File: src/design/uoi_pkg.sv
// ---------------------------------------------------------------------------
// uoi_pkg: shared constants and types for the odometry integrator
// Fixed-point constants, CORDIC angle table and sequencer state type.
// ---------------------------------------------------------------------------
package uoi_pkg;

    localparam int CordicSteps = 16;
    localparam int StepW       = 5;

    localparam logic signed [19:0] HeadPi    = 20'sd205887;
    localparam logic signed [19:0] HeadTwoPi = 20'sd411775;
    localparam logic signed [27:0] AngPi     = 28'sd52707179;
    localparam logic signed [27:0] AngHalfPi = 28'sd26353589;
    localparam logic signed [31:0] CordicK   = 32'sd652032874;

    localparam logic [1:0] RegStartX  = 2'd0;
    localparam logic [1:0] RegStartY  = 2'd1;
    localparam logic [1:0] RegStartH  = 2'd2;

    localparam logic CmdVel  = 1'b0;
    localparam logic CmdTick = 1'b1;

    typedef enum logic [3:0] {
        ST_IDLE,
        ST_HEAD,
        ST_WRAP,
        ST_C1_INIT,
        ST_C1_RUN,
        ST_MUL_X,
        ST_MUL_Y,
        ST_C2_INIT,
        ST_C2_RUN,
        ST_OUT
    } state_t;

    function automatic logic signed [27:0] atan_lut(input logic [StepW-1:0] i);
        case (i)
            5'd0:  atan_lut = 28'sd13176795;
            5'd1:  atan_lut = 28'sd7778716;
            5'd2:  atan_lut = 28'sd4110060;
            5'd3:  atan_lut = 28'sd2086331;
            5'd4:  atan_lut = 28'sd1047214;
            5'd5:  atan_lut = 28'sd524117;
            5'd6:  atan_lut = 28'sd262123;
            5'd7:  atan_lut = 28'sd131069;
            5'd8:  atan_lut = 28'sd65536;
            5'd9:  atan_lut = 28'sd32768;
            5'd10: atan_lut = 28'sd16384;
            5'd11: atan_lut = 28'sd8192;
            5'd12: atan_lut = 28'sd4096;
            5'd13: atan_lut = 28'sd2048;
            5'd14: atan_lut = 28'sd1024;
            5'd15: atan_lut = 28'sd512;
            5'd16: atan_lut = 28'sd256;
            5'd17: atan_lut = 28'sd128;
            5'd18: atan_lut = 28'sd64;
            5'd19: atan_lut = 28'sd32;
            5'd20: atan_lut = 28'sd16;
            5'd21: atan_lut = 28'sd8;
            5'd22: atan_lut = 28'sd4;
            5'd23: atan_lut = 28'sd2;
            default: atan_lut = 28'sd0;
        endcase
    endfunction

endpackage

File: src/design/uoi_cordic.sv
// ---------------------------------------------------------------------------
// uoi_cordic: iterated rotation-mode CORDIC
// One micro-rotation per cycle; sine and cosine in Q2.30.
// ---------------------------------------------------------------------------
module uoi_cordic (
    input  logic                aclk,
    input  logic                aresetn,
    input  logic                start,
    input  logic signed [27:0]  angle,
    output logic                done,
    output logic signed [31:0]  sin_out,
    output logic signed [31:0]  cos_out
);
    logic signed [31:0] x_reg, x_next, y_reg, y_next;
    logic signed [27:0] z_reg, z_next;
    logic [uoi_pkg::StepW-1:0] i_reg, i_next;
    logic busy_reg, busy_next;
    logic signed [31:0] xs, ys;

    always_comb begin
        xs = x_reg >>> i_reg;
        ys = y_reg >>> i_reg;
        x_next = x_reg; y_next = y_reg; z_next = z_reg;
        i_next = i_reg; busy_next = busy_reg;
        if (start) begin
            x_next = uoi_pkg::CordicK; y_next = '0; z_next = angle;
            i_next = '0; busy_next = 1'b1;
        end else if (busy_reg) begin
            if (!z_reg[27]) begin
                x_next = x_reg - ys; y_next = y_reg + xs;
                z_next = z_reg - uoi_pkg::atan_lut(i_reg);
            end else begin
                x_next = x_reg + ys; y_next = y_reg - xs;
                z_next = z_reg + uoi_pkg::atan_lut(i_reg);
            end
            i_next = i_reg + 1'b1;
            if (i_reg == uoi_pkg::StepW'(uoi_pkg::CordicSteps - 1)) busy_next = 1'b0;
        end
    end

    always_ff @(posedge aclk) begin
        if (!aresetn) begin
            busy_reg <= 1'b0;
            i_reg    <= '0;
        end else begin
            busy_reg <= busy_next;
            i_reg    <= i_next;
        end
        x_reg <= x_next;
        y_reg <= y_next;
        z_reg <= z_next;
    end

    assign done    = !busy_reg && !start;
    assign sin_out = y_reg;
    assign cos_out = x_reg;

`ifndef SYNTHESIS
    a_step_bound: assert property (@(posedge aclk) disable iff (!aresetn)
        busy_reg |-> i_reg < uoi_pkg::StepW'(uoi_pkg::CordicSteps))
        else $error("cordic step out of range");
    a_finish: assert property (@(posedge aclk) disable iff (!aresetn)
        (busy_reg && !start && i_reg == uoi_pkg::StepW'(uoi_pkg::CordicSteps - 1))
        |=> !busy_reg)
        else $error("cordic did not finish");
    a_start_clr: assert property (@(posedge aclk) disable iff (!aresetn)
        start |=> busy_reg && i_reg == '0)
        else $error("cordic start not taken");
`endif
endmodule

File: config.mk
export PLATFORM = sky130hd
export DESIGN_NAME = uoi_cordic
export DESIGN_NICKNAME = d
export VERILOG_FILES = /design/src/design/uoi_pkg.sv /design/src/design/uoi_cordic.sv
export SDC_FILE = /design/constraint.sdc
export NUM_CORES = 1
export LEC_CHECK = 0
export BUFFER_PORTS_ARGS = -buffer_cell sky130_fd_sc_hd__buf_2
export CORE_ASPECT_RATIO = 1.2
export CORE_UTILIZATION = 57
export CTS_CLUSTER_SIZE = 8
export DETAILED_ROUTE_END_ITERATION = 12
export PLACE_DENSITY = 0.79
export SLEW_MARGIN = 20
export SYNTH_ARGS = -nofsm -noshare
export SYNTH_HDL_FRONTEND = slang
export SYNTH_SLANG_ARGS = --single-unit
export TNS_END_PERCENT = 30
File: constraint.sdc
create_clock -name aclk -period 5.9 [get_ports aclk]
set_input_delay 0.295 -clock aclk [delete_from_list [all_inputs] [get_ports aclk]]
set_output_delay 0.295 -clock aclk [all_outputs]
set_load 0.02 [all_outputs]
==> qor.yml <==
synth:
  synthAdderAreaFrac_pct: 9.17
  synth.largest_area_cell: "dfxtp_1"
  synthXorXnorAreaFrac_pct: 9.23
  netlist.area_leader.share_pct: 12.6
  syn_inst: 1774
  ys_warn_count: 0
  synth_top_family_by_area: "compound AO/OA/AOI/OAI gates"
  seq_area_frac_synth_pct: 18.2
  synthArstFlopShare_pct: 0
  synth_compound_area_share_pct: 22.2
  synthDistinctLibCells: 90
  synth_fp_nets: 1913
  synth_ff_type: "dfxtp_1"
  synth-simple-area-share_pct: 16.7
  synthMuxAreaShare_pct: 20.3
  synthesis.area_sq_um: 15000
  syn_avg_cell_area_sq_um: 8.44
  synth_area_leaders: "dfxtp_1 13%, mux4_2 12%, ha_1 8.8%"
  synth_edf_count: 28
  ys_ff_latch: 122
final_layout:
  nets: 2118
  layout_commonest_cell: "buf_4"
  area_growth_pct: 18.6
  instances_no_fill: 2322
  diodes: 0
  layout_common_cells: "184 x buf_4, 178 x nor2_1, 144 x a21oi_1"
  drive_gt1_share_pct: 24.4
setup_path:
  worstPathRequired_ns: 6.22
  cp-start-kind: "flop"
  critPathCaptureType: "flop"
  path_cells: "buf_4, buf_4, mux2_2, mux4_2, o2bb2ai_1, nor3_1, buf_4, o2111a_1, and3b_1, nor2_1, xnor2_1, ha_1, or3_1, a2111oi_2, buf_4, o31ai_1, o31ai_2, o211ai_1, a31o_2, o211a_1, a31oi_2, nand2b_1, nand3_1"
  cpPeakStageDelay_ns: 0.55
  crit_type: "reg2reg"
  crit_slowest_cell: "mux4_2"
  crit_path_frequent_cell: "buf_4"
  crit_family: "compound AO/OA/AOI/OAI gates"
  arrival_ns: 6.03
  worstPathMaxFanout: 7
  path_buf_inv: 4
power_and_ir_drop:
  power_density_nw_per_um2: 616
  p_comb_share_pct: 74.2
  seq_power_share_pct: 15.1
  power.share.clock_pct: 10.7
  p_sw_w: 0.00530
  p_int_w: 0.00564
  leakage_nw: 7.65
  p_sw_share_pct: 48.5
  ir_drop_mv: 0.346
detailed_routing:
  vias: 15500
  ant_nets: 0
  avgRoutedWirePerCell_microns: 22.8
  first_pass_iters: 6
  routed_wl_microns: 52900
  drc: 0
  via_per_inst: 6.67
  drt-initial-drc-count: 1487
placed_design:
  placed_cells: 2277
  hpwl_microns: 39900
  gp_congestion: 1.01
  port_buffers: 95
sta:
  finalMaxSlewViolations: 0
  setup_viol: 0
  worst_pin_slew_ns: 1.04
  max_freq_mhz: 175
  post-route-period-util_pct: 96.8
  hold-worst-slack_ns: 0.101
  hold_viol_final: 0
  finClkSkew_ns: 0.0102
  slew_headroom_pct: 30.1
  fin_crit_ns: 5.71
clocking:
  cts.sinks: 122
  clk_latency_ns: 0.44
  cts_made_buffers: 17
  tritoncts: "built"
  clkTransAtPathRegs_ns: 0.07
  hold_buffers: 0
  h-tree-depth: 4
  cts_buffer_depth: 2
  root_buffer: "clkbuf_16"
floorplan:
  initial_core_util_pct: 58.4
  core_area_sq_um: 25600
  dieHeight_microns: 180
  die_area_sq_um: 26900
  num_rows: 64
  ios: 96
  die_x_microns: 150
global_routing:
  grt_pass1_vias: 14800
  grt_use_total_pct: 39.2
  grt_pass1_wl_microns: 81700
  grt_max_degree: 90
  antenna_found_initial: 0
  overflow: 0
hold_path:
  hp-class: "in2reg"
flow_run:
  maxCapViolCount: 0
outcome:
  status: "complete, no violations"
==> worst paths after layout <==
path / cells past startpoint / to / start / slack (ns)
max: 23 / cos_out[28]$_SDFFE_PP0P_ / i_reg[1]$_SDFFE_PP0P_ / 0.19
min: 2 / busy_reg$_SDFF_PN0_ / aresetn / 0.10
max reg2reg: 23 / cos_out[28]$_SDFFE_PP0P_ / i_reg[1]$_SDFFE_PP0P_ / 0.19
min reg2reg: 2 / sin_out[0]$_SDFFE_PP0P_ / sin_out[0]$_SDFFE_PP0P_ / 0.54
==> metal layers <==
layer / global-route usage (%) / up-vias / wire [microns]
met1: 47.7 / 7392 / 19900
li1: - / 7075 / -
met4: 25.0 / 0 / 3710
met5: 0 / - / 0
met3: 5.99 / 206 / 4320
met2: 64.2 / 826 / 24900
==> cell usage after synthesis, types with 22 or more instances <==
master	number
edfxtp_1	28
nand3_1	36
mux2i_1	86
nor2b_1	26
ha_1	105
a31oi_1	29
buf_1	22
a21o_1	37
xnor2_1	82
mux4_2	81
xor2_1	74
mux2_2	25
inv_1	42
a21oi_1	145
o21ai_0	106
nor3_1	37
nand2_1	136
dfxtp_1	94
clkbuf_1	53
nand2b_1	24
nor2_1	178
==> power by group through the flow <==
stage,combinational [W],clock [W],sequential [W]
after global routing,0.00888,0.00121,0.00168
final,0.00812,0.00117,0.00165
after CTS,0.00789,0.00118,0.00162
after global placement,0.00764,0,0.00162
after floorplan,0.00533,0,0.00164
after detailed placement,0.00781,0,0.00164
==> final cells by class <==
type	count	area, sq um
clock inverter	14	191
sequential	122	2740
multi-input combinational	1502	11700
clock buffer	18	439
fill	2083	7860
tap	330	413
inverter	47	180
timing repair buffer	289	2060
==> cell families after synthesis <==
logic type | count (synthesis)
buffers and inverters | 150
AND/OR/NAND/NOR | 530
adder cells (fa/ha/maj) | 108
multiplexers | 195
flip-flops | 122
XOR/XNOR | 157
AO/OA/AOI/OAI | 512
==> through the flow <==
stage               setup WS (ns)  total power (W)  TNS (ns)  utilization (%)  area (sq um)
finish                      0.186           0.0109         0             69.3         17800
detailed placement        -0.0454          0.00945   -0.0454             65.8         16900
global placement           0.0332          0.00926         0             65.8         16900
CTS                       0.00984           0.0107         0             68.3         17500
floorplan                   0.392          0.00697         0                -         15000
global route              -0.0119           0.0118   -0.0119             69.3         17800
==> what timing repair did <==
action / in CTS / in global routing
setup endpoints to repair: 4 / 18
resized for setup: 2 / 32
setup buffers: 1 / 12
pin swaps: 0 / 5
Power figures use the tool's default switching activity.
